===== config.mk =====
export PLATFORM = sky130hd
export DESIGN_NAME = round_robin_tick_scheduler_flat
export DESIGN_NICKNAME = d
export VERILOG_FILES = /design/src/rtl/rrts_pkg.sv /design/src/rtl/rrts_if.sv /design/src/rtl/rrts_ctrl.sv /design/src/rtl/rrts_dp.sv /design/src/rtl/round_robin_tick_scheduler.sv /design/src/flat_wrapper.sv
export SDC_FILE = /design/constraint.sdc
export NUM_CORES = 1
export LEC_CHECK = 0
export BUFFER_PORTS_ARGS = -buffer_cell sky130_fd_sc_hd__buf_2
export CAP_MARGIN = 20
export CORE_UTILIZATION = 56
export DETAILED_ROUTE_END_ITERATION = 16
export PLACE_DENSITY = 0.8
export SYNTH_ARGS = -nofsm -noshare
export SYNTH_HDL_FRONTEND = slang
export SYNTH_SLANG_ARGS = --single-unit

===== constraint.sdc =====
create_clock -name clk -period 5.2 [get_ports clk]
set_input_delay 1.04 -clock clk [delete_from_list [all_inputs] [get_ports clk]]
set_output_delay 1.04 -clock clk [all_outputs]
set_load 0.01 [all_outputs]

===== src/rtl/rrts_pkg.sv =====
`timescale 1ns / 1ps

package rrts_pkg;

    localparam int QUEUE_DEPTH_DEF = 16;
    localparam int NEED_BITS_DEF   = 16;
    localparam int ID_W            = 8;
    localparam int QUANTUM_W       = 8;
    localparam int SLICE_W         = 8;

    localparam logic [QUANTUM_W-1:0] QUANTUM_RESET = 8'd2;

    typedef enum logic
    {
        OP_ADMIT = 1'b0,
        OP_TICK  = 1'b1
    } opcode_t;

    typedef struct packed
    {
        logic load;
        logic exec;
    } ctrl_cmd_t;

endpackage


===== src/rtl/rrts_if.sv =====
`timescale 1ns / 1ps

interface rrts_cmd_if #(
    parameter int NEED_BITS = rrts_pkg::NEED_BITS_DEF
);
    logic                      valid;
    logic                      ready;
    logic                      opcode;
    logic [rrts_pkg::ID_W-1:0] task_id;
    logic [NEED_BITS-1:0]      need_slices;

    modport source (output valid, opcode, task_id, need_slices, input ready);
    modport sink   (input valid, opcode, task_id, need_slices, output ready);
endinterface

interface rrts_rsp_if #(
    parameter int NEED_BITS = rrts_pkg::NEED_BITS_DEF
);
    logic                      valid;
    logic                      ready;
    logic                      accepted;
    logic                      ran_valid;
    logic [rrts_pkg::ID_W-1:0] ran_id;
    logic [NEED_BITS-1:0]      ran_left;
    logic                      finished;
    logic                      preempted;
    logic                      now_valid;
    logic [rrts_pkg::ID_W-1:0] now_id;

    modport source (output valid, accepted, ran_valid, ran_id, ran_left, finished,
                    preempted, now_valid, now_id, input ready);
    modport sink   (input valid, accepted, ran_valid, ran_id, ran_left, finished,
                    preempted, now_valid, now_id, output ready);
endinterface


===== src/rtl/rrts_ctrl.sv =====
`timescale 1ns / 1ps

module rrts_ctrl (
    input  logic                clk,
    input  logic                rst_n,
    input  logic                cmd_valid,
    output logic                cmd_ready,
    output logic                rsp_valid,
    input  logic                rsp_ready,
    output rrts_pkg::ctrl_cmd_t ctrl
);

    typedef enum logic [1:0]
    {
        ST_IDLE,
        ST_EXEC,
        ST_SEND
    } state_t;

    state_t state_reg;
    state_t state_next;

    always_comb
    begin
        state_next = state_reg;
        unique case (state_reg)
            ST_IDLE:
            begin
                if (cmd_valid)
                begin
                    state_next = ST_EXEC;
                end
            end
            ST_EXEC:
            begin
                state_next = ST_SEND;
            end
            ST_SEND:
            begin
                if (rsp_ready)
                begin
                    state_next = ST_IDLE;
                end
            end
            default:
            begin
                state_next = ST_IDLE;
            end
        endcase
    end

    always_ff @(posedge clk or negedge rst_n)
    begin
        if (!rst_n)
        begin
            state_reg <= ST_IDLE;
        end
        else
        begin
            state_reg <= state_next;
        end
    end

    assign cmd_ready = (state_reg == ST_IDLE);
    assign rsp_valid = (state_reg == ST_SEND);
    assign ctrl.load = cmd_valid && (state_reg == ST_IDLE);
    assign ctrl.exec = (state_reg == ST_EXEC);

endmodule


===== src/rtl/rrts_dp.sv =====
`timescale 1ns / 1ps

module rrts_dp #(
    parameter int QUEUE_DEPTH = rrts_pkg::QUEUE_DEPTH_DEF,
    parameter int NEED_BITS   = rrts_pkg::NEED_BITS_DEF
) (
    input  logic                           clk,
    input  logic                           rst_n,
    input  rrts_pkg::ctrl_cmd_t            ctrl,
    input  logic                           cfg_we,
    input  logic [rrts_pkg::QUANTUM_W-1:0] cfg_wdata,
    input  logic                           opcode,
    input  logic [rrts_pkg::ID_W-1:0]      task_id,
    input  logic [NEED_BITS-1:0]           need_slices,
    output logic                           accepted,
    output logic                           ran_valid,
    output logic [rrts_pkg::ID_W-1:0]      ran_id,
    output logic [NEED_BITS-1:0]           ran_left,
    output logic                           finished,
    output logic                           preempted,
    output logic                           now_valid,
    output logic [rrts_pkg::ID_W-1:0]      now_id
);

    localparam int PTR_W = (QUEUE_DEPTH > 1) ? $clog2(QUEUE_DEPTH) : 1;
    localparam int CNT_W = $clog2(QUEUE_DEPTH + 1);
    localparam int ID_W  = rrts_pkg::ID_W;
    localparam int Q_W   = rrts_pkg::QUANTUM_W;
    localparam int S_W   = rrts_pkg::SLICE_W;

    function automatic logic [PTR_W-1:0] next_slot(input logic [PTR_W-1:0] p);
        if (p == PTR_W'(QUEUE_DEPTH - 1))
        begin
            return '0;
        end
        return p + PTR_W'(1);
    endfunction

    // ready queue storage
    logic [ID_W-1:0]      ids_mem   [QUEUE_DEPTH];
    logic [NEED_BITS-1:0] needs_mem [QUEUE_DEPTH];

    logic [ID_W-1:0]      head_id_reg;
    logic [NEED_BITS-1:0] head_need_reg;

    logic                 op_reg;
    logic [ID_W-1:0]      id_reg;
    logic [NEED_BITS-1:0] need_reg;

    logic [Q_W-1:0]       quantum_reg;

    logic [PTR_W-1:0]     head_ptr_reg,  head_ptr_next;
    logic [PTR_W-1:0]     tail_ptr_reg,  tail_ptr_next;
    logic [CNT_W-1:0]     count_reg,     count_next;
    logic                 run_valid_reg, run_valid_next;
    logic [ID_W-1:0]      run_id_reg,    run_id_next;
    logic [NEED_BITS-1:0] run_need_reg,  run_need_next;
    logic [S_W-1:0]       slice_reg,     slice_next;

    logic                 accepted_reg,  accepted_next;
    logic                 ran_valid_reg, ran_valid_next;
    logic [ID_W-1:0]      ran_id_reg,    ran_id_next;
    logic [NEED_BITS-1:0] ran_left_reg,  ran_left_next;
    logic                 finished_reg,  finished_next;
    logic                 preempted_reg, preempted_next;
    logic                 now_valid_reg, now_valid_next;
    logic [ID_W-1:0]      now_id_reg,    now_id_next;

    logic                 push_en;
    logic [ID_W-1:0]      push_id;
    logic [NEED_BITS-1:0] push_need;
    logic [Q_W-1:0]       q_eff;
    logic [NEED_BITS-1:0] need_dec;
    logic [S_W-1:0]       slice_inc;
    logic                 queue_empty;

    always_comb
    begin
        head_ptr_next  = head_ptr_reg;
        tail_ptr_next  = tail_ptr_reg;
        count_next     = count_reg;
        run_valid_next = run_valid_reg;
        run_id_next    = run_id_reg;
        run_need_next  = run_need_reg;
        slice_next     = slice_reg;
        push_en        = 1'b0;
        push_id        = id_reg;
        push_need      = need_reg;
        accepted_next  = 1'b0;
        ran_valid_next = 1'b0;
        ran_id_next    = '0;
        ran_left_next  = '0;
        finished_next  = 1'b0;
        preempted_next = 1'b0;
        q_eff          = (quantum_reg == '0) ? Q_W'(1) : quantum_reg;
        need_dec       = run_need_reg - NEED_BITS'(1);
        slice_inc      = slice_reg + S_W'(1);
        queue_empty    = (count_reg == '0);

        if (op_reg == rrts_pkg::OP_ADMIT)
        begin
            if (need_reg != '0)
            begin
                if (!run_valid_reg)
                begin
                    run_valid_next = 1'b1;
                    run_id_next    = id_reg;
                    run_need_next  = need_reg;
                    slice_next     = '0;
                    accepted_next  = 1'b1;
                end
                else if (count_reg != CNT_W'(QUEUE_DEPTH))
                begin
                    push_en       = 1'b1;
                    tail_ptr_next = next_slot(tail_ptr_reg);
                    count_next    = count_reg + CNT_W'(1);
                    accepted_next = 1'b1;
                end
            end
        end
        else if (run_valid_reg)
        begin
            ran_valid_next = 1'b1;
            ran_id_next    = run_id_reg;
            ran_left_next  = need_dec;
            if (need_dec == '0)
            begin
                finished_next = 1'b1;
                slice_next    = '0;
                if (queue_empty)
                begin
                    run_valid_next = 1'b0;
                    run_id_next    = '0;
                    run_need_next  = '0;
                end
                else
                begin
                    run_id_next   = head_id_reg;
                    run_need_next = head_need_reg;
                    head_ptr_next = next_slot(head_ptr_reg);
                    count_next    = count_reg - CNT_W'(1);
                end
            end
            else if (slice_inc >= q_eff)
            begin
                preempted_next = 1'b1;
                slice_next     = '0;
                if (queue_empty)
                begin
                    run_need_next = need_dec;
                end
                else
                begin
                    // pop head, then push the preempted task at the tail
                    run_id_next   = head_id_reg;
                    run_need_next = head_need_reg;
                    head_ptr_next = next_slot(head_ptr_reg);
                    tail_ptr_next = next_slot(tail_ptr_reg);
                    push_en       = 1'b1;
                    push_id       = run_id_reg;
                    push_need     = need_dec;
                end
            end
            else
            begin
                run_need_next = need_dec;
                slice_next    = slice_inc;
            end
        end

        now_valid_next = run_valid_next;
        now_id_next    = run_valid_next ? run_id_next : '0;
    end

    always_ff @(posedge clk)
    begin
        if (ctrl.exec && push_en)
        begin
            ids_mem[tail_ptr_reg]   <= push_id;
            needs_mem[tail_ptr_reg] <= push_need;
        end
        head_id_reg   <= ids_mem[head_ptr_reg];
        head_need_reg <= needs_mem[head_ptr_reg];
    end

    always_ff @(posedge clk)
    begin
        if (ctrl.load)
        begin
            op_reg   <= opcode;
            id_reg   <= task_id;
            need_reg <= need_slices;
        end
        if (ctrl.exec)
        begin
            accepted_reg  <= accepted_next;
            ran_valid_reg <= ran_valid_next;
            ran_id_reg    <= ran_id_next;
            ran_left_reg  <= ran_left_next;
            finished_reg  <= finished_next;
            preempted_reg <= preempted_next;
            now_valid_reg <= now_valid_next;
            now_id_reg    <= now_id_next;
        end
    end

    always_ff @(posedge clk or negedge rst_n)
    begin
        if (!rst_n)
        begin
            quantum_reg   <= rrts_pkg::QUANTUM_RESET;
            head_ptr_reg  <= '0;
            tail_ptr_reg  <= '0;
            count_reg     <= '0;
            run_valid_reg <= 1'b0;
            run_id_reg    <= '0;
            run_need_reg  <= '0;
            slice_reg     <= '0;
        end
        else
        begin
            if (cfg_we)
            begin
                quantum_reg <= cfg_wdata;
            end
            if (ctrl.exec)
            begin
                head_ptr_reg  <= head_ptr_next;
                tail_ptr_reg  <= tail_ptr_next;
                count_reg     <= count_next;
                run_valid_reg <= run_valid_next;
                run_id_reg    <= run_id_next;
                run_need_reg  <= run_need_next;
                slice_reg     <= slice_next;
            end
        end
    end

    assign accepted  = accepted_reg;
    assign ran_valid = ran_valid_reg;
    assign ran_id    = ran_id_reg;
    assign ran_left  = ran_left_reg;
    assign finished  = finished_reg;
    assign preempted = preempted_reg;
    assign now_valid = now_valid_reg;
    assign now_id    = now_id_reg;

endmodule


===== src/rtl/round_robin_tick_scheduler.sv =====
`timescale 1ns / 1ps
// Round-robin time-slice scheduler.
// cmd channel: one word per item, opcode 0 admits task_id with need_slices,
// opcode 1 charges one slice to the running task.
// rsp channel: exactly one word per cmd word, in order, reporting whether an
// admit was taken, which task ran on a tick, its remaining need, finish or
// preemption, and the task running afterward.
// cfg_we / cfg_wdata write the quantum (0 acts as 1); write only while idle.
// After a cmd word is taken the result is registered in ST_EXEC and the
// rsp word is presented in ST_SEND; the queue head is read from a
// registered-read memory port, so an item is taken only once the previous
// response has left and the head read has settled.
// A stalled rsp holds its word and cmd.ready stays low until it is taken.
// Reset empties the queue, leaves no task running and sets the quantum to 2;
// queue storage is not cleared and needs no clearing pass.
module round_robin_tick_scheduler #(
    parameter int QUEUE_DEPTH = rrts_pkg::QUEUE_DEPTH_DEF,
    parameter int NEED_BITS   = rrts_pkg::NEED_BITS_DEF
) (
    input  logic                           clk,
    input  logic                           rst_n,
    input  logic                           cfg_we,
    input  logic [rrts_pkg::QUANTUM_W-1:0] cfg_wdata,
    rrts_cmd_if.sink                       cmd,
    rrts_rsp_if.source                     rsp
);

    rrts_pkg::ctrl_cmd_t ctrl;

    rrts_ctrl u_ctrl (
        .clk       (clk),
        .rst_n     (rst_n),
        .cmd_valid (cmd.valid),
        .cmd_ready (cmd.ready),
        .rsp_valid (rsp.valid),
        .rsp_ready (rsp.ready),
        .ctrl      (ctrl)
    );

    rrts_dp #(
        .QUEUE_DEPTH (QUEUE_DEPTH),
        .NEED_BITS   (NEED_BITS)
    ) u_dp (
        .clk         (clk),
        .rst_n       (rst_n),
        .ctrl        (ctrl),
        .cfg_we      (cfg_we),
        .cfg_wdata   (cfg_wdata),
        .opcode      (cmd.opcode),
        .task_id     (cmd.task_id),
        .need_slices (cmd.need_slices),
        .accepted    (rsp.accepted),
        .ran_valid   (rsp.ran_valid),
        .ran_id      (rsp.ran_id),
        .ran_left    (rsp.ran_left),
        .finished    (rsp.finished),
        .preempted   (rsp.preempted),
        .now_valid   (rsp.now_valid),
        .now_id      (rsp.now_id)
    );

endmodule


===== src/flat_wrapper.sv =====
// flat-port wrapper written by rule: the top's interface ports become plain ports
module round_robin_tick_scheduler_flat 
#(
    parameter int QUEUE_DEPTH = rrts_pkg::QUEUE_DEPTH_DEF,
    parameter int NEED_BITS   = rrts_pkg::NEED_BITS_DEF
)
  (clk, rst_n, cfg_we, cfg_wdata, cmd_valid, cmd_opcode, cmd_task_id, cmd_need_slices, cmd_ready, rsp_valid, rsp_accepted, rsp_ran_valid, rsp_ran_id, rsp_ran_left, rsp_finished, rsp_preempted, rsp_now_valid, rsp_now_id, rsp_ready);
  rrts_cmd_if #(.NEED_BITS(NEED_BITS)) cmd_i ();
  rrts_rsp_if #(.NEED_BITS(NEED_BITS)) rsp_i ();
  input  logic clk;
  input  logic rst_n;
  input  logic cfg_we;
  input  logic [rrts_pkg::QUANTUM_W-1:0] cfg_wdata;
  input wire logic [$bits(cmd_i.valid)-1:0] cmd_valid;
  input wire logic [$bits(cmd_i.opcode)-1:0] cmd_opcode;
  input wire logic [$bits(cmd_i.task_id)-1:0] cmd_task_id;
  input wire logic [$bits(cmd_i.need_slices)-1:0] cmd_need_slices;
  output wire logic [$bits(cmd_i.ready)-1:0] cmd_ready;
  output wire logic [$bits(rsp_i.valid)-1:0] rsp_valid;
  output wire logic [$bits(rsp_i.accepted)-1:0] rsp_accepted;
  output wire logic [$bits(rsp_i.ran_valid)-1:0] rsp_ran_valid;
  output wire logic [$bits(rsp_i.ran_id)-1:0] rsp_ran_id;
  output wire logic [$bits(rsp_i.ran_left)-1:0] rsp_ran_left;
  output wire logic [$bits(rsp_i.finished)-1:0] rsp_finished;
  output wire logic [$bits(rsp_i.preempted)-1:0] rsp_preempted;
  output wire logic [$bits(rsp_i.now_valid)-1:0] rsp_now_valid;
  output wire logic [$bits(rsp_i.now_id)-1:0] rsp_now_id;
  input wire logic [$bits(rsp_i.ready)-1:0] rsp_ready;
  assign cmd_i.valid = cmd_valid;
  assign cmd_i.opcode = cmd_opcode;
  assign cmd_i.task_id = cmd_task_id;
  assign cmd_i.need_slices = cmd_need_slices;
  assign cmd_ready = cmd_i.ready;
  assign rsp_valid = rsp_i.valid;
  assign rsp_accepted = rsp_i.accepted;
  assign rsp_ran_valid = rsp_i.ran_valid;
  assign rsp_ran_id = rsp_i.ran_id;
  assign rsp_ran_left = rsp_i.ran_left;
  assign rsp_finished = rsp_i.finished;
  assign rsp_preempted = rsp_i.preempted;
  assign rsp_now_valid = rsp_i.now_valid;
  assign rsp_now_id = rsp_i.now_id;
  assign rsp_i.ready = rsp_ready;
  round_robin_tick_scheduler #(.QUEUE_DEPTH(QUEUE_DEPTH), .NEED_BITS(NEED_BITS)) u_core (.clk(clk), .rst_n(rst_n), .cfg_we(cfg_we), .cfg_wdata(cfg_wdata), .cmd(cmd_i), .rsp(rsp_i));
endmodule

# == After elaboration in Yosys (flattened, before gate mapping) ==
# Memory sizes are Yosys's and may differ from the RTL's. A register that Yosys moved wholly into a read port is not among the register bits.
# Index checks and enable logic that the tools add are counted.
# totals
regBits,118
latchBits,0
mem_bits_rw,384
mem_bits_ro,0
input_bits,38
out_inout_bits,39
mem_count,2
# op_classes
n_addsub,6
multipliers,0
div,0
magnitude_cmp,1
eq_ne,15
shift,0
mux,98
n_bitwise,3
n_reduce_logical,18
# memory_table
name,depth,width,rd,rd_clocked_by_memory_dff,write_ports,line,text
u_core.u_dp.needs_mem,16,16,1,1,1,rrts_dp.sv:41,logic [NEED_BITS-1:0] needs_mem [QUEUE_DEPTH];
u_core.u_dp.ids_mem,16,8,1,1,1,rrts_dp.sv:40,logic [ID_W-1:0] ids_mem [QUEUE_DEPTH];
# op_table
cell,n
two-way mux 16 bit,13
two-way mux 8 bit,20
two-way mux 4 bit,18
two-way mux 1 bit,37
two-way mux 5 bit,7
zero test 16 bit,1
nonzero test 16 bit,1
subtractor 16 x 1 -> 16 bit (second input constant),1
!= test 2 bit (second input constant),6
AND reduction 6 bit,2
adder 4 x 1 -> 4 bit (second input constant),2
adder 8 x 1 -> 8 bit (second input constant),1
equality test 4 bit (second input constant),2
greater-or-equal comparator 8 bit,1
zero test 8 bit,1
!= test 2 x 1 -> 1 bit (second input constant),4
AND reduction 7 bit,1
case mux 2 bit (3 select lines),1
nonzero test 2 bit,3
adder 5 x 1 -> 5 bit (second input constant),1
zero test 5 bit,1
!= test 5 bit (second input constant),1
subtractor 5 x 1 -> 5 bit (second input constant),1
two-way mux 2 bit,2
9 further kinds,13

# == Logic depth before layout (Yosys ltp) ==
# Gate-level depths: netlist of the first run.
# logic_depth
depth_word,13
mapped_depth,13
mapped_depth_nobuf,11

# == Cells and area by module ==
# A second synthesis of the first run with hierarchy kept.
# hier_totals
cells_unflattened,1162
hier_area_um2,21365.5
# by_module_without_submodules
mod,n_inst,cells_each,area_each_um2,seq_area_each_um2
rrts_dp,1,1152,21267.9,15225.9
rrts_ctrl,1,10,97.6,50.0

# == Worst setup path after synthesis of the first run ==
# Ideal clock, no wire load.
# synth_path
path_type,reg2reg
start,register u_core.u_ctrl.state_reg[1]
end,memory u_core.u_dp.ids_mem[0][0] (enable)
arrival_ns,4.906
t_required_ns,4.734
path_slack_ns,-0.172
path_stages_with_launch,10
path_buffers,1
synth_period_minus_slack_ns,5.372
cell_sequence,dfrtp_1 -> nand2b_1 -> clkbuf_1 -> inv_1 -> nand2_1 -> and4b_1 -> nor2_1 -> nor4b_2 -> nor2_1 -> nor4bb_1
# synth_via
elab_chain_cells,4
# synth_rtl
item,line,text
start: declaration,rrts_ctrl.sv:20,state_t state_reg;
start signal: assignment,rrts_ctrl.sv:60,state_reg <= state_next;
equality test 2 x 1 -> 1 bit,rrts_ctrl.sv:67,assign ctrl.exec = (state_reg == ST_EXEC);
logical AND 1 bit,rrts_dp.sv:177,if (ctrl.exec && push_en)
two-way mux 1 bit,rrts_dp.sv:177,
two-way mux 1 bit (not written as such),rrts_dp.sv:179,ids_mem[tail_ptr_reg] <= push_id;
end: declaration,rrts_dp.sv:40,
# No other way between the ends.

# == Worst setup path after layout of the first run ==
# layout_path
start,register u_core.u_dp.run_need_reg[0]
end,memory u_core.u_dp.needs_mem[8][8] (netlist name) (data pin)
# layout_via
elab_cells_between_ends,7
cone_classes,add/sub: 1; mux: 5; reduce/logical: 1
# layout_lines
item,line,text
start: declaration,rrts_dp.sv:57,"logic [NEED_BITS-1:0] run_need_reg, run_need_next;"
start signal: assignment,rrts_dp.sv:233,run_need_reg <= run_need_next;
subtractor 16 x 1 -> 16 bit,rrts_dp.sv:96,need_dec = run_need_reg - NEED_BITS'(1);
named net u_core.u_dp.need_dec[0],rrts_dp.sv:73,logic [NEED_BITS-1:0] need_dec;
zero test 16 bit,rrts_dp.sv:126,if (need_dec == '0)
two-way mux 16 bit,rrts_dp.sv:126,
two-way mux 16 bit,rrts_dp.sv:121,else if (run_valid_reg)
two-way mux 16 bit,rrts_dp.sv:100,if (op_reg == rrts_pkg::OP_ADMIT)
named net u_core.u_dp.push_need[8],rrts_dp.sv:71,logic [NEED_BITS-1:0] push_need;
end: declaration,rrts_dp.sv:41,
# The timed path passes the listed nets, and every way through them passes these cells.

==> results of run 1 <==
## logic make-up after synthesis
group                    Yosys count  synth area share
AND/OR/NAND/NOR                  234           0.05857
flip-flops                       526            0.6963
adder cells (fa/ha/maj)           21           0.01232
AO/OA/AOI/OAI                    293           0.08869
XOR/XNOR                          23          0.009524
buffers and inverters            112           0.02082
multiplexers                     177            0.1138
## critical path, cell delays in order, from the launching register on
cell	delay, ps
sky130_fd_sc_hd__dfrtp_1	420
sky130_fd_sc_hd__inv_1	160
sky130_fd_sc_hd__ha_1	450
sky130_fd_sc_hd__or4b_4	580
sky130_fd_sc_hd__nor4b_4	270
sky130_fd_sc_hd__xor2_2	350
sky130_fd_sc_hd__nand4b_4	260
sky130_fd_sc_hd__nor3_4	100
sky130_fd_sc_hd__nor4_4	750
sky130_fd_sc_hd__mux2i_1	980
## Yosys cell counts (all sizes together), types with 11 or more instances
cell      n
a21oi    55
a31oi    12
a22oi    24
nor4     15
dfrtp    55
inv      31
o22ai    11
a221oi   39
nor2     35
o21ai    82
nand3    17
edfxtp  446
nand2    86
and2     14
mux4     48
dfxtp    24
clkbuf   64
xor2     13
mux2     48
buf      15
mux2i    81
ha       20
## cell type report
cell class | count | area, µm²
sequential | 526 | 15280
clock buffer | 61 | 1323
multi-input combinational | 748 | 6233
inverter | 33 | 123.9
tap | 518 | 648.1
timing repair buffer | 124 | 773.2
clock inverter | 32 | 289.0
fill | 2551 | 13980
## power breakdown
group	internal [µW]	switching [µW]	total [µW]	leakage [µW]
Sequential	5120	423	5540	0.00493
Clock	2060	1510	3560	0.000791
Combinational	835	1300	2130	0.00272
## worst max-delay path by stage
stage                                            from                            to  cells after the start
final                     u_core.u_dp.run_need_reg[0]   u_core.u_dp.needs_mem[8][8]                      9
after global routing      u_core.u_dp.run_need_reg[0]  u_core.u_dp.needs_mem[13][8]                      9
after CTS                 u_core.u_dp.run_need_reg[0]   u_core.u_dp.needs_mem[9][8]                      9
after detailed placement  u_core.u_dp.run_need_reg[0]   u_core.u_dp.needs_mem[7][8]                      9
after global placement    u_core.u_dp.run_need_reg[0]    u_core.u_dp.ids_mem[10][7]                     10
after floorplan            u_core.u_ctrl.state_reg[1]     u_core.u_dp.ids_mem[0][0]                      9
## per-stage QoR
step	utilization	setup WS [ps]
3_3_place_gp	0.5959	839.9
3_5_place_dp	0.5959	609.1
5_1_grt	0.6384	302.5
2_1_floorplan	-	728.2
4_1_cts	0.6376	575.8
6_report	0.6384	524.8
## metal layers
layer,part of all wire,GRT usage,vias up,routed length [µm]
met3,0.12,0.06872,128,6093
li1,-,-,5680,-
met4,0.025,0.07718,0,1296
met1,0.38,0.3566,6580,20040
met5,0,0,-,0
met2,0.48,0.4299,818,25140
## cell usage in the layout, fill, tap and decap left out, types with 6 or more instances in the layout
cell type | Yosys | layout
sky130_fd_sc_hd__edfxtp_1 | 446 | 446
sky130_fd_sc_hd__nand2_1 | 86 | 86
sky130_fd_sc_hd__mux2i_1 | 81 | 81
sky130_fd_sc_hd__o21ai_0 | 80 | 80
sky130_fd_sc_hd__buf_2 | 1 | 76
sky130_fd_sc_hd__a21oi_1 | 55 | 55
sky130_fd_sc_hd__dfrtp_1 | 55 | 53
sky130_fd_sc_hd__clkbuf_16 | 0 | 50
sky130_fd_sc_hd__mux4_2 | 48 | 48
sky130_fd_sc_hd__buf_4 | 1 | 45
sky130_fd_sc_hd__a221oi_1 | 39 | 39
sky130_fd_sc_hd__nor2_1 | 35 | 35
sky130_fd_sc_hd__inv_1 | 31 | 31
sky130_fd_sc_hd__mux2_2 | 31 | 31
sky130_fd_sc_hd__a22oi_1 | 24 | 24
sky130_fd_sc_hd__dfxtp_1 | 24 | 24
sky130_fd_sc_hd__ha_1 | 20 | 20
sky130_fd_sc_hd__mux2_4 | 17 | 17
sky130_fd_sc_hd__clkinv_1 | 2 | 16
sky130_fd_sc_hd__nand3_1 | 16 | 16
sky130_fd_sc_hd__xor2_1 | 12 | 12
sky130_fd_sc_hd__and2_1 | 13 | 12
sky130_fd_sc_hd__nor4_1 | 12 | 12
sky130_fd_sc_hd__a31oi_1 | 12 | 12
sky130_fd_sc_hd__o22ai_1 | 11 | 11
sky130_fd_sc_hd__xnor2_1 | 10 | 10
sky130_fd_sc_hd__o211ai_1 | 10 | 10
sky130_fd_sc_hd__and3_1 | 9 | 9
sky130_fd_sc_hd__a31o_2 | 9 | 9
sky130_fd_sc_hd__clkinv_2 | 0 | 9
sky130_fd_sc_hd__nor3_1 | 8 | 8
sky130_fd_sc_hd__o31ai_1 | 8 | 8
sky130_fd_sc_hd__and4_1 | 8 | 8
sky130_fd_sc_hd__a21boi_0 | 8 | 8
sky130_fd_sc_hd__clkbuf_1 | 63 | 8
sky130_fd_sc_hd__nand2b_1 | 7 | 7
sky130_fd_sc_hd__a21o_1 | 6 | 6
sky130_fd_sc_hd__a32o_1 | 6 | 6
==> run summary, run 1 <==
The sum of negative setup slack came out at 0 ps. The overflow left after global routing came out at 0. The worst endpoint required time came out at 5430 ps. The share of synthesized area in the top cell type comes to 0.6105.

The clock latency reported for the late side of the worst-skew pair is 590 ps. The finished cells cover 24670 µm². The placer congestion estimate came out at 0.9621. The number of cells on the worst reg-to-reg path came out at 9. Based on the critical path, the design can be clocked at up to 213.9 MHz. The via count of the routed design came out at 13.21k.

More flip-flops sit in one register than any other, and that register is u_core.u_dp.needs_mem. The ratio of cells with drive above 1 in the final layout is 0.2133. For hold timing, the worst endpoint is u_core.u_dp.run_need_reg[14]. The transition time at the pin with the least slew margin came out at 1096 ps. The cell count after synthesis is 1386. Headroom to the max-slew limit came out at 0.2486. The final setup violation count is 0. TritonCTS built the clock tree. After clock tree synthesis, the repair step resized 0 gates. The post-route DRC violation count came out at 0. For this block, the initial DRC count from the detailed router was 1603. The core outline area is 38650 µm². The hold buffer count at CTS came out at 0. The count of H-tree levels built during CTS came out at 2.

The number of nets with antenna violations after routing is 0. The final clock period utilization by the worst path is 0.8991. In this run the worst hold path is classified as flop to flop. The wire length of the first global-routing pass is 77.22 mm. The tree is rooted in a sky130_fd_sc_hd__clkbuf_16. The antenna cell count came out at 0. Once layout is complete, the cells apart from fillers number 2042. The post-route total power is 11240 µW. The clock transition at the registers of the reported paths is 60 ps.

The worst path in the final design needs a cycle of 4675 ps, including I/O delays and setup. The critical path is of the flop to flop type. During placement, the flow inserted port buffers numbering 76. The maximum buffer depth of the clock tree is 3. The clock net in this run drives a total of 526 sinks. The net count after synthesis is 1445. The final layout contains routed wiring with a total length of 52.56 mm. The pin count of the biggest net entering global routing came out at 68.

The boundary pin count came out at 77. The starting density of the core is 0.5677. The count of cell types in the netlist is 80. The post-placement cell area came out at 23030 µm². The number of synthesized flops with an enable pin is 446. The number of violations of the max-capacitance limit came out at 0. The kind of start point of the critical path is a flop.

The number of buffers added by the clock tree synthesis step came out at 50. The number of detailed-routing iterations run before antenna repair is 6. For this design the static power due to leakage is 0.008442 µW. The area growth from synthesis to layout is 12.46%. The worst setup path is captured at a flop.

The most used flip-flop cell after synthesis is sky130_fd_sc_hd__edfxtp_1. Setup repair after global routing left no endpoint under its margin. The average via count per standard cell came out at 6.467. The worst reg-to-reg setup slack came out at 520 ps. The cell area after synthesis came out at 21940 µm².

After detailed routing, the average wire length per cell comes to 25.74 µm. The worst register-to-register path ends at u_core.u_dp.needs_mem[8][8]. Yosys attributes the largest share of cell area to sky130_fd_sc_hd__edfxtp_1, sky130_fd_sc_hd__dfrtp_1, sky130_fd_sc_hd__mux4_2. The post-CTS setup buffer count is 0. Summed over all instances, the cell type with the most area after synthesis is sky130_fd_sc_hd__edfxtp_1. The run finished with clean final reports. The final hold violation count was 0. The data arrival time of the critical path came out at 4900 ps.

The hold path startpoint is u_core.u_dp.head_need_reg[14]. The width of the die came out at 199.9 µm. Between clock sinks in the finished design, the worst skew comes to 28.13 ps. The register with the most flip-flops in the layout has 256 of them. The initial antenna violation count came to 2.

Of the synthesized area, sequential elements account for 0.6963. The largest driver fanout on the critical path is 16. The net count of the finished layout came out at 1542. The worst hold path passes through 2 cells. The power per cell area is 455.5 nW/µm². The share of flip-flops with an asynchronous set or reset is 0.1065.

The worst hold-check slack is 468.9 ps. The number of slew-limit violations in the final report came out at 0. The via count of the first global-routing pass was 12.57k.

The mean post-synth cell area is 15.83 µm². The number of cell rows came out at 72. The total die area is 39970 µm². The worst-case vdd ir drop is 0.0002411 V. The number of register bits inferred by synthesis came out at 526. The overall global routing resource usage is 0.2656.

The estimated wirelength of the detail-placed design came out at 32.12 mm. The startpoint identified for the worst register-to-register timing path is u_core.u_dp.run_need_reg[0]. In the final layout, the registers with the most flip-flops are u_core.u_dp.needs_mem: 256 flops, u_core.u_dp.ids_mem: 128 flops. The die height came out at 199.9 µm. The total of warnings raised by yosys came out at 0. The placed instance count is 1946.
No activity file was read; power rests on OpenSTA's default activity.
==> inputs of run 2 (changes only) <==
--- a/config.mk
+++ b/config.mk
@@ -5,7 +5,7 @@
 export SDC_FILE = /design/constraint.sdc
 export NUM_CORES = 1
 export LEC_CHECK = 0
-export BUFFER_PORTS_ARGS = -buffer_cell sky130_fd_sc_hd__buf_2
+export BUFFER_PORTS_ARGS = -buffer_cell sky130_fd_sc_hd__clkbuf_2
 export CAP_MARGIN = 20
 export CORE_UTILIZATION = 56
 export DETAILED_ROUTE_END_ITERATION = 16
==> run 2 against run 1 <==
Non-clock buffer count is 11 lower. Global-route usage is 0.29 points lower. Clock power is 5.6% higher. Critical path depth is 1 higher. Critical endpoint is now u_core.u_dp.needs_mem[2][8]. Total power is 1.6% higher. Sequential power hardly changed. Core utilization is 0.081 points higher.
==> run summary, run 2 (synthesized netlist as in run 1, its figures left out) <==
The sum of negative setup slack came to 0 ps (unchanged). The highest achievable clock rate came out at 220.2 MHz (+2.9%). The total die area is 39970 µm² (unchanged). The worst hold-check slack came out at 474.5 ps (+5.553 ps). The die height came out at 199.9 µm (unchanged). The worst setup path is launched from a flop. The number of cell rows is 72 (unchanged). The share of total power in sequential cells is 0.484 (-0.009).

The number of violations of the max-capacitance limit is 0 (unchanged). The post-CTS setup buffer count came out at 0 (unchanged). The number of detailed-routing iterations run before antenna repair came to 6 (unchanged).

The pin count of the biggest net entering global routing is 87 (+28%). The clock net sink count was 526 (unchanged). The final core utilization was 0.6392 (+0.0008090). The wire length of the first global-routing pass came out at 76.32 mm (-1.2%). The starting density of the core came out at 0.5677 (unchanged). The critical path is of the flop to flop type. The post-route total power is 11410 µW (+1.6%). The final critical path time including I/O delays and setup came to 4541 ps (-133.8 ps).

The worst endpoint required time came out at 5400 ps (-30 ps). The antenna cell count is 0 (unchanged). The first-iteration detailed-routing DRC count came out at 1390 (-13%). The overflow left after global routing came to 0 (unchanged). The boundary pin count is 77 (unchanged). The largest driver fanout on the critical path came out at 16 (unchanged). The area growth from synthesis to layout came out at 12.60%.

The hold buffer count at CTS came out at 0 (unchanged). The final hold violation count came out at 0 (unchanged). The post-route DRC violation count came out at 0 (unchanged). The static leakage came out at 0.008440 µW (about the same). The final setup violation count came out at 0 (unchanged).

The transition time at the pin with the least slew margin came out at 1162 ps (+65.81 ps). The register with the most flip-flops is u_core.u_dp.needs_mem. The relative slew slack is 0.2035 (-0.04513). The number of cells upsized or downsized after cts came to 0 (unchanged).

The net count of the finished layout is 1531 (-0.71%). Setup repair after global routing left no endpoint under its margin. The flow ran to the end, and the final reports show no timing, DRC or antenna violations. The library cells used most frequently in the layout, excluding fill and tap cells, are sky130_fd_sc_hd__edfxtp_1, sky130_fd_sc_hd__nand2_1, sky130_fd_sc_hd__mux2i_1. The initial antenna violation count is 1 (-1). The power per cell area is 462.0 nW/µm² (+1.4%).

The net switching component of the power came out at 3263 µW (+0.96%). Leaving out fill and tap cells, the most frequent cell in the layout is sky130_fd_sc_hd__edfxtp_1. The critical path goes through inv_1, ha_1, or4b_4, nor4b_4, xor2_2, nand4b_4, nor3_4, nor4_4, buf_4, mux2i_1. The worst-case vdd ir drop is 0.0002291 V (-5.0%). The number of flip-flops under the largest register name is 256 (unchanged). The width of the die came to 199.9 µm (unchanged). The combinational fraction of design power is 0.187 (-0.003).

The cell internal power dissipation is 8150 µW (+1.8%). The via count of the routed design is 13.26k (+0.43%). The clock latency reported for the late side of the worst-skew pair came out at 580 ps (about the same).

Among all stages on the critical path, the largest delay is contributed by sky130_fd_sc_hd__mux2i_1. The largest registers in the layout are u_core.u_dp.needs_mem: 256 flops, u_core.u_dp.ids_mem: 128 flops. The ratio of cells with drive above 1 in the final layout is 0.2116 (-0.001614). The total wire length after detailed routing was 51.98 mm (-1.1%). The final clock period utilization by the worst path is 0.8733 (-0.02574). The estimated wirelength of the detail-placed design came out at 30.20 mm (-6.0%).

The worst setup path is captured at a flop. The core outline area is 38650 µm² (unchanged). The worst setup slack after placement came out at 844.8 ps (+235.7 ps). The number of slew-limit violations in the final report came out at 0 (unchanged). The critical path's largest stage delay is 1000 ps (+20 ps). The count of H-tree levels built during CTS is 2 (unchanged). The via count of the first global-routing pass came out at 12.89k (+2.5%). The maximum buffer depth of the clock tree is 3 (unchanged). The clock root buffer is sky130_fd_sc_hd__clkbuf_16. The clock network fraction of total power came out at 0.329 (+0.012). The fraction of power spent switching nets was 0.2859 (-0.001683). The number of buffers added by the clock tree synthesis step is 50 (unchanged). The number of port buffers came to 76 (unchanged). The path class of the tightest hold or removal check is flop to flop.

The number of nets with antenna violations after routing is 0 (unchanged). The worst-case clock skew is 22.40 ps (-5.727 ps). The overall global routing resource usage is 0.2627 (-0.002944). The placer congestion estimate came out at 0.9309 (-3.2%). The data arrival time of the critical path is 4750 ps (-150 ps). The wire length per cell after detailed routing came out at 25.60 µm (-0.53%). The clock transition at the registers of the reported paths came out at 60 ps (about the same). The worst-case setup margin in the final layout came out at 658.6 ps (+133.8 ps). TritonCTS built the clock tree. The average via count per standard cell came out at 6.533 (+1.0%).
## run 2: cell count changes in the layout (fill, tap and decap cells not counted), moves of 2 or more
cell                         delta
sky130_fd_sc_hd__bufinv_16      +3
sky130_fd_sc_hd__buf_12         +2
sky130_fd_sc_hd__clkbuf_2      +76
sky130_fd_sc_hd__clkbuf_8       -3
sky130_fd_sc_hd__buf_2         -76
sky130_fd_sc_hd__clkinv_4       +2
sky130_fd_sc_hd__clkinv_1       -7
sky130_fd_sc_hd__clkinvlp_4     +2
sky130_fd_sc_hd__buf_4         -13
## run 2: path summary, 6_finish.rpt
| check | slack (ps) | from | cells after the start | endpoint |
|---|---|---|---|---|
| hold reg to reg | 470 | u_core.u_dp.head_need_reg[14] | 2 | u_core.u_dp.run_need_reg[14] |
| min in group asynchronous | 600 | rst_n | 2 | u_core.u_dp.quantum_reg[4] |
| setup / recovery | 660 | u_core.u_dp.run_need_reg[0] | 10 | u_core.u_dp.needs_mem[2][8] |
| setup reg to reg | 660 | u_core.u_dp.run_need_reg[0] | 10 | u_core.u_dp.needs_mem[2][8] |
| max in group asynchronous | 3990 | rst_n | 2 | u_core.u_dp.head_ptr_reg[0] |
| hold / removal | 470 | u_core.u_dp.head_need_reg[14] | 2 | u_core.u_dp.run_need_reg[14] |
## run 2: worst max-delay path, delay by kind of cell (launching register included)
kind,cells,cell delay (ps)
fa+ha+maj,1,430
mux,1,1000
buf+inv,2,550
xor+xnor,1,320
flops,1,420
simple gates,5,1440
## run 2: final cells by class
type / count / area, µm²
clock inverters: 33 / 394.1
multi-input cells: 748 / 6233
repair buffers: 113 / 715.7
inverters: 33 / 123.9
fillers: 2572 / 13940
clock buffers: 59 / 1306
well taps: 518 / 648.1
flip-flops and latches: 526 / 15280
## run 2: stage by stage
step	instance area [µm²]	instances
after floorplan	21940	1386
after global placement	22990	1937
after detailed placement	22990	1937
after CTS	24690	2029
after global routing	24700	2030
final	24700	2030
## run 2: power by group through the flow
stage               Clock, µW  Combinational, µW  Sequential [µW]
detailed placement          0               2070             5580
global route             3940               2310             5560
finish                   3760               2140             5520
floorplan                   0               1530             5420
CTS                      3780               2090             5500
global placement            0               2020             5570
## run 2: per-layer routing
layer  wire (µm)  part of all wire  global-route usage  up-vias
li1            -                 -                   -     5662
met1       19800              0.38              0.3455     6595
met2       24890              0.48              0.4244      846
met3        5252              0.10             0.05460      160
met4        2033             0.039              0.1173        0
met5           0                 0                   0        -
